--- config.mk ---
export PLATFORM = sky130hd
export DESIGN_NAME = move_turn_command_line_parser
export DESIGN_NICKNAME = d
export VERILOG_FILES = /design/src/hdl/mtcl_pkg.sv /design/src/hdl/mtcl_token.sv /design/src/hdl/move_turn_command_line_parser.sv
export SDC_FILE = /design/constraint.sdc
export NUM_CORES = 1
export LEC_CHECK = 0
export ABC_AREA = 1
export BUFFER_PORTS_ARGS = -buffer_cell sky130_fd_sc_hd__buf_2
export CAP_MARGIN = 25
export CORE_MARGIN = 8
export CORE_UTILIZATION = 55
export CTS_CLUSTER_DIAMETER = 50
export DETAILED_ROUTE_END_ITERATION = 7
export GPL_TIMING_DRIVEN = 1
export PLACE_DENSITY_LB_ADDON = 0.1
export SLEW_MARGIN = 10
export SYNTH_ARGS = -nofsm -noshare
export SYNTH_HDL_FRONTEND = slang
export SYNTH_HIERARCHICAL = 1
export SYNTH_SLANG_ARGS = --single-unit
--- constraint.sdc ---
create_clock -name clk_i -period 5.99 [get_ports clk_i]
set_clock_uncertainty 0.05 [all_clocks]
set_input_delay 0.599 -clock clk_i [delete_from_list [all_inputs] [get_ports clk_i]]
set_output_delay 0.599 -clock clk_i [all_outputs]
set_load 0.02 [all_outputs]
--- src/hdl/mtcl_pkg.sv ---
// Shared types, constants and helper functions of the Move/Turn line parser.
`default_nettype none
package mtcl_pkg;

  localparam int unsigned ValueWidthDefault = 32;
  localparam int unsigned OutWidth          = 32;

  typedef enum logic [7:0] {
    PH_KEY_LEAD   = 8'b0000_0001,
    PH_KEY        = 8'b0000_0010,
    PH_KEY_TRAIL  = 8'b0000_0100,
    PH_VAL_LEAD   = 8'b0000_1000,
    PH_VAL_SIGN   = 8'b0001_0000,
    PH_VAL_DIGITS = 8'b0010_0000,
    PH_VAL_TRAIL  = 8'b0100_0000,
    PH_VAL_BAD    = 8'b1000_0000
  } phase_e;

  localparam logic [3:0] KeyNone  = 4'd0;
  localparam logic [3:0] KeyM     = 4'd1;
  localparam logic [3:0] KeyMo    = 4'd2;
  localparam logic [3:0] KeyMov   = 4'd3;
  localparam logic [3:0] KeyMove  = 4'd4;
  localparam logic [3:0] KeyT     = 4'd5;
  localparam logic [3:0] KeyTu    = 4'd6;
  localparam logic [3:0] KeyTur   = 4'd7;
  localparam logic [3:0] KeyTurn  = 4'd8;
  localparam logic [3:0] KeyFail  = 4'd15;

  localparam logic [7:0] ChSemi   = 8'h3B;
  localparam logic [7:0] ChEquals = 8'h3D;
  localparam logic [7:0] ChPlus   = 8'h2B;
  localparam logic [7:0] ChMinus  = 8'h2D;
  localparam logic [7:0] ChSpace  = 8'h20;
  localparam logic [7:0] ChTab    = 8'h09;
  localparam logic [7:0] ChCr     = 8'h0D;
  localparam logic [7:0] ChZero   = 8'h30;
  localparam logic [7:0] ChNine   = 8'h39;

  // closing of a token: which store takes the value
  typedef struct packed {
    logic move_wr;
    logic turn_wr;
  } tok_close_t;

  function automatic logic is_ws(input logic [7:0] c);
    return (c == ChSpace) || ((c >= ChTab) && (c <= ChCr));
  endfunction

  function automatic logic is_digit(input logic [7:0] c);
    return (c >= ChZero) && (c <= ChNine);
  endfunction

  function automatic logic [3:0] key_next(input logic [3:0] key, input logic [7:0] c);
    logic [3:0] nxt;
    nxt = KeyFail;
    unique case (key)
      KeyNone: begin
        if (c == "M") nxt = KeyM;
        else if (c == "T") nxt = KeyT;
      end
      KeyM:   if (c == "o") nxt = KeyMo;
      KeyMo:  if (c == "v") nxt = KeyMov;
      KeyMov: if (c == "e") nxt = KeyMove;
      KeyT:   if (c == "u") nxt = KeyTu;
      KeyTu:  if (c == "r") nxt = KeyTur;
      KeyTur: if (c == "n") nxt = KeyTurn;
      default: nxt = KeyFail;
    endcase
    return nxt;
  endfunction

endpackage
`default_nettype wire

--- src/hdl/mtcl_token.sv ---
// Per-token parse state: key matcher, value phase, sign and digit accumulator.
`default_nettype none
module mtcl_token #(
  parameter int unsigned VALUE_WIDTH = mtcl_pkg::ValueWidthDefault
) (
  input  wire logic                   clk_i,
  input  wire logic                   rst_ni,
  input  wire logic                   take_i,
  input  wire logic [7:0]             char_code_i,
  input  wire logic                   line_end_i,
  output mtcl_pkg::tok_close_t        close_o,
  output logic [VALUE_WIDTH-1:0]      value_o
);
  import mtcl_pkg::*;

  phase_e                 phase_q, phase_d, phase_t;
  logic [3:0]             key_q, key_d, key_t;
  logic                   neg_q, neg_d, neg_t;
  logic [VALUE_WIDTH-1:0] acc_q, acc_d, acc_t;
  logic [VALUE_WIDTH-1:0] acc_x10;
  logic [VALUE_WIDTH-1:0] digit;
  logic                   semi, closing, has_value;

  assign semi    = (char_code_i == ChSemi);
  assign closing = take_i && (semi || line_end_i);
  assign digit   = VALUE_WIDTH'(char_code_i[3:0]);
  assign acc_x10 = {acc_q[VALUE_WIDTH-4:0], 3'b000} + {acc_q[VALUE_WIDTH-2:0], 1'b0};

  always_comb begin
    phase_t = phase_q;
    key_t   = key_q;
    neg_t   = neg_q;
    acc_t   = acc_q;
    if (!semi) begin
      unique case (phase_q)
        PH_KEY_LEAD: begin
          if (char_code_i == ChEquals) begin
            phase_t = ((key_q == KeyMove) || (key_q == KeyTurn)) ? PH_VAL_LEAD : PH_VAL_BAD;
          end else if (!is_ws(char_code_i)) begin
            key_t   = key_next(key_q, char_code_i);
            phase_t = PH_KEY;
          end
        end
        PH_KEY: begin
          if (char_code_i == ChEquals) begin
            phase_t = ((key_q == KeyMove) || (key_q == KeyTurn)) ? PH_VAL_LEAD : PH_VAL_BAD;
          end else if (is_ws(char_code_i)) begin
            phase_t = PH_KEY_TRAIL;
          end else begin
            key_t = key_next(key_q, char_code_i);
          end
        end
        PH_KEY_TRAIL: begin
          if (char_code_i == ChEquals) begin
            phase_t = ((key_q == KeyMove) || (key_q == KeyTurn)) ? PH_VAL_LEAD : PH_VAL_BAD;
          end else if (!is_ws(char_code_i)) begin
            key_t = KeyFail;
          end
        end
        PH_VAL_LEAD: begin
          if (!is_ws(char_code_i)) begin
            if ((char_code_i == ChPlus) || (char_code_i == ChMinus)) begin
              neg_t   = (char_code_i == ChMinus);
              phase_t = PH_VAL_SIGN;
            end else if (is_digit(char_code_i)) begin
              acc_t   = digit;
              phase_t = PH_VAL_DIGITS;
            end else begin
              phase_t = PH_VAL_BAD;
            end
          end
        end
        PH_VAL_SIGN: begin
          if (is_digit(char_code_i)) begin
            acc_t   = digit;
            phase_t = PH_VAL_DIGITS;
          end else begin
            phase_t = PH_VAL_BAD;
          end
        end
        PH_VAL_DIGITS: begin
          if (is_digit(char_code_i)) begin
            acc_t = acc_x10 + digit;
          end else if (is_ws(char_code_i)) begin
            phase_t = PH_VAL_TRAIL;
          end else begin
            phase_t = PH_VAL_BAD;
          end
        end
        PH_VAL_TRAIL: begin
          if (!is_ws(char_code_i)) phase_t = PH_VAL_BAD;
        end
        default: phase_t = phase_q;
      endcase
    end
  end

  assign has_value        = (phase_t == PH_VAL_DIGITS) || (phase_t == PH_VAL_TRAIL);
  assign close_o.move_wr  = closing && has_value && (key_t == KeyMove);
  assign close_o.turn_wr  = closing && has_value && (key_t == KeyTurn);
  assign value_o          = neg_t ? (VALUE_WIDTH'(0) - acc_t) : acc_t;

  always_comb begin
    phase_d = phase_q;
    key_d   = key_q;
    neg_d   = neg_q;
    acc_d   = acc_q;
    if (closing) begin
      phase_d = PH_KEY_LEAD;
      key_d   = KeyNone;
      neg_d   = 1'b0;
      acc_d   = '0;
    end else if (take_i) begin
      phase_d = phase_t;
      key_d   = key_t;
      neg_d   = neg_t;
      acc_d   = acc_t;
    end
  end

  always_ff @(posedge clk_i or negedge rst_ni) begin
    if (!rst_ni) begin
      phase_q <= PH_KEY_LEAD;
      key_q   <= KeyNone;
      neg_q   <= 1'b0;
      acc_q   <= '0;
    end else begin
      phase_q <= phase_d;
      key_q   <= key_d;
      neg_q   <= neg_d;
      acc_q   <= acc_d;
    end
  end

endmodule
`default_nettype wire

--- src/hdl/move_turn_command_line_parser.sv ---
// Top level of the Move/Turn command line parser: value stores and result register.
// Takes one byte per cycle unless a waiting result is stalled (out_ready_i low).
// A new byte is taken in the same cycle a waiting result is transferred.
// The result of a line is shown the cycle after its last byte.
// Reset (asynchronous, active low) clears the token state, both stores and the result.
`default_nettype none
module move_turn_command_line_parser #(
  parameter int unsigned VALUE_WIDTH = mtcl_pkg::ValueWidthDefault
) (
  input  wire logic                            clk_i,
  input  wire logic                            rst_ni,
  input  wire logic                            in_valid_i,
  output logic                                 in_ready_o,
  input  wire logic [7:0]                      char_code_i,
  input  wire logic                            line_end_i,
  output logic                                 out_valid_o,
  input  wire logic                            out_ready_i,
  output logic signed [mtcl_pkg::OutWidth-1:0] move_value_o,
  output logic signed [mtcl_pkg::OutWidth-1:0] turn_value_o
);
  import mtcl_pkg::*;

  tok_close_t                    close;
  logic [VALUE_WIDTH-1:0]        value;
  logic                          take, line_done;
  logic [VALUE_WIDTH-1:0]        move_q, move_d, move_new;
  logic [VALUE_WIDTH-1:0]        turn_q, turn_d, turn_new;
  logic                          out_valid_q, out_valid_d;
  logic signed [OutWidth-1:0]    move_out_q, move_out_d;
  logic signed [OutWidth-1:0]    turn_out_q, turn_out_d;

  assign in_ready_o = !out_valid_q || out_ready_i;
  assign take       = in_valid_i && in_ready_o;
  assign line_done  = take && line_end_i;

  mtcl_token #(
    .VALUE_WIDTH(VALUE_WIDTH)
  ) u_token (
    .clk_i      (clk_i),
    .rst_ni     (rst_ni),
    .take_i     (take),
    .char_code_i(char_code_i),
    .line_end_i (line_end_i),
    .close_o    (close),
    .value_o    (value)
  );

  assign move_new = close.move_wr ? value : move_q;
  assign turn_new = close.turn_wr ? value : turn_q;

  always_comb begin
    move_d      = line_done ? '0 : move_new;
    turn_d      = line_done ? '0 : turn_new;
    out_valid_d = out_valid_q && !out_ready_i;
    move_out_d  = move_out_q;
    turn_out_d  = turn_out_q;
    if (line_done) begin
      out_valid_d = 1'b1;
      move_out_d  = OutWidth'(signed'(move_new));
      turn_out_d  = OutWidth'(signed'(turn_new));
    end
  end

  always_ff @(posedge clk_i or negedge rst_ni) begin
    if (!rst_ni) begin
      move_q      <= '0;
      turn_q      <= '0;
      out_valid_q <= 1'b0;
      move_out_q  <= '0;
      turn_out_q  <= '0;
    end else begin
      move_q      <= move_d;
      turn_q      <= turn_d;
      out_valid_q <= out_valid_d;
      move_out_q  <= move_out_d;
      turn_out_q  <= turn_out_d;
    end
  end

  assign out_valid_o  = out_valid_q;
  assign move_value_o = move_out_q;
  assign turn_value_o = turn_out_q;

endmodule
`default_nettype wire

==> results.json <==
{
  "cp_max_fo": 33,
  "fp.coreArea_um2": 22400,
  "path_clk_slew_ns": 0.08,
  "die_height_um": 166,
  "postCtsSetupBuffers": 0,
  "drive_above_1_share": 0.0970,
  "placed_area_um2": 13000,
  "dp_hpwl_mm": 26.2,
  "setup_ws_ns": 1.75,
  "tritoncts": "built",
  "die_x_um": 166,
  "dieArea_um2": 27700,
  "leakagePower_nw": 8.46,
  "ant_nets": 0,
  "start_kind": "flop",
  "synth-compound-area-share": 0.0708,
  "final_common_cell": "nand2_1",
  "status": "finished, final reports clean",
  "maxCapViolCount": 0,
  "tightestPinTransition_ns": 0.996,
  "io_buffers": 78,
  "io_pins": 79,
  "root_buffer": "clkbuf_16",
  "cts_resized": 0,
  "grt_max_degree": 89,
  "start_util": 0.554,
  "detail_route.first_pass.iterations": 6,
  "tns_ns": 0,
  "std_cell_rows": 55,
  "clk_path_buf_depth": 2,
  "cp-end-kind": "flop",
  "synth-seq-cells": 174,
  "htree_levels": 4,
  "grt_setup_unrepaired": "false",
  "synth_top_family_by_area": "simple AND/OR/NAND/NOR gates",
  "final_net_count": 2010,
  "grt_pass1_wl_mm": 58.4,
  "clk_latency_ns": 0.43,
  "wl_per_cell_um": 15.8,
  "crit_arrival_ns": 4.51,
  "synth_xor_area_frac": 0.0183,
  "required_ns": 6.26,
  "p_per_area_nw_per_um2": 213,
  "hold_ws_ns": 0.0155,
  "slew_violations": 0,
  "hold_viol_final": 0,
  "yosysWarnings": 6,
  "fin_crit_sh": 0.708,
  "gp_congestion": 0.968,
  "grt_util_all_layers": 0.255,
  "antenna_cells": 0,
  "vias": 11900,
  "vdd_drop_max_mv": 0.250,
  "synthArstFlopShare": 1.00,
  "synth_ff_type": "dfrtp_1",
  "synth_cells": 1885,
  "dpl_worst_slack_ns": 1.55,
  "utilization": 0.609,
  "antenna_found_initial": 0,
  "fmax_ghz": 0.236,
  "cts_sinks": 174,
  "hold_path.class": "in2async",
  "syn_avg_cell_area_um2": 6.60,
  "synth.net_count": 1959,
  "finalSetupViolCount": 0,
  "synth_area_um2": 12400,
  "ys_types": 48,
  "r2r_cells": 24,
  "yosysSeqAreaShare": 0.350,
  "finalWirelength_mm": 35.2,
  "drtIter0Drc": 1114,
  "grt_pass1_vias": 11400,
  "drc": 0,
  "synth_simple_gate_area_frac": 0.387,
  "synth-adder-area-share": 0.0626,
  "viasPerCell": 5.34,
  "cts_made_buffers": 17,
  "synth_edf_count": 0,
  "hold_buffers": 0,
  "criticalPathCategory": "reg2reg",
  "overflow": 0,
  "synth_mux_area_frac": 0,
  "area_growth_pct": 9.81,
  "finalCriticalPeriod_ns": 4.24,
  "stdcell_area_um2": 13700,
  "n_fill_cell": 2196,
  "slew_headroom": 0.336,
  "final_cell_mix": "nand2_1 (775), inv_1 (257), dfrtp_1 (173)"
}
registers in the layout, indices dropped and copies added (netlist names):
name	count
u_token/phase_q	8
turn_q	32
u_token/neg_q	1
out_valid_o	1
u_token/acc_q	32
move_q	32
move_value_o	32
u_token/key_q	4
turn_value_o	32
cells by family after synthesis:
kind of cell / after synthesis
simple gates: 1142
compound gates: 153
xor+xnor: 26
fa+ha+maj: 61
buf+inv: 329
flops: 174
power by group:
group	internal (mW)	switching (mW)	total, mW
sequential	1.20	0.0269	1.22
clock	0.574	0.543	1.12
combinational	0.163	0.407	0.570
total	1.93	0.977	2.91
final cells by class:
| cell class | count | area [µm²] | share of cell area |
|---|---|---|---|
| timing repair buffer | 92 | 602 | 0.0441 |
| tap | 285 | 357 | 0.0261 |
| inverter | 269 | 1010 | 0.0739 |
| clock buffer | 18 | 439 | 0.0322 |
| sequential | 174 | 4360 | 0.319 |
| multi-input combinational | 1382 | 6730 | 0.493 |
| clock inverter | 14 | 165 | 0.0121 |
path summary, 6_finish.rpt:
| kind | startpoint | to | slack, ns |
|---|---|---|---|
| worst max-delay path | u_token/phase_q[7] | turn_value_o[5] | 1.75 |
| worst min-delay path | rst_ni | turn_value_o[15] | 0.02 |
| worst max register to register | u_token/phase_q[7] | turn_value_o[5] | 1.75 |
| worst min register to register | move_value_o[1] | move_value_o[1] | 0.42 |
| max in group asynchronous | rst_ni | u_token/acc_q[28] | 4.75 |
| min in group clk_i | move_value_o[1] | move_value_o[1] | 0.42 |
per-stage QoR:
stage	instances	power (mW)
after floorplan	1885	1.65
after global placement	2197	1.80
after detailed placement	2201	1.80
after CTS	2233	2.92
after global routing	2234	3.04
final	2234	2.91
worst max-delay path, cell delays in order (launching register included):
cell and delay, ns:
dfrtp_1 0.42, nor2_1 0.28, nand2_1 0.19, inv_2 0.09, nand4_1 0.24, nand2_2 0.20
nor2_1 0.10, inv_2 0.07, nand2_1 0.09, nor2_1 0.16, inv_2 0.07, nor2_4 0.13
inv_2 0.05, nand2_1 0.08, nand2_1 0.08, a21oi_1 0.13, nand2_1 0.14, nor3_4 0.17
buf_4 0.39, inv_1 0.39, buf_16 0.28, nand2_1 0.06, nand2_1 0.06, nand3_1 0.11
nand2_1 0.06
metal layers:
layer  vias to the layer above  GRT usage  wire (µm)  part of all wire
met4                         0     0.0807        920             0.026
li1                       5998          -          -                 -
met2                       378      0.412      16000              0.46
met3                        54     0.0418       2170             0.062
met5                         -          0          0                 0
met1                      5489      0.345      16100              0.46
cells in the mapped netlist, types with 5 or more instances:
library cell / n / area share
xor2_1: 22 / 0.015
nand2_1: 775 / 0.23
o22ai_1: 22 / 0.011
o211ai_1: 5 / 0.0030
o21ai_0: 53 / 0.021
inv_1: 257 / 0.078
nand4_1: 16 / 0.0080
a21oi_1: 42 / 0.017
nand2_2: 14 / 0.0070
nor3_1: 13 / 0.0052
ha_1: 59 / 0.059
nor2_4: 7 / 0.0063
dfrtp_1: 173 / 0.35
o21ai_1: 7 / 0.0028
inv_2: 11 / 0.0033
clkbuf_1: 13 / 0.0039
nor2_2: 7 / 0.0035
nand3_1: 160 / 0.064
buf_2: 25 / 0.010
nor2_1: 117 / 0.035
buf_6: 10 / 0.0091
buf_4: 10 / 0.0060
nand3_2: 6 / 0.0048
nand3b_1: 12 / 0.0072
(Power assumes the default switching activity.)
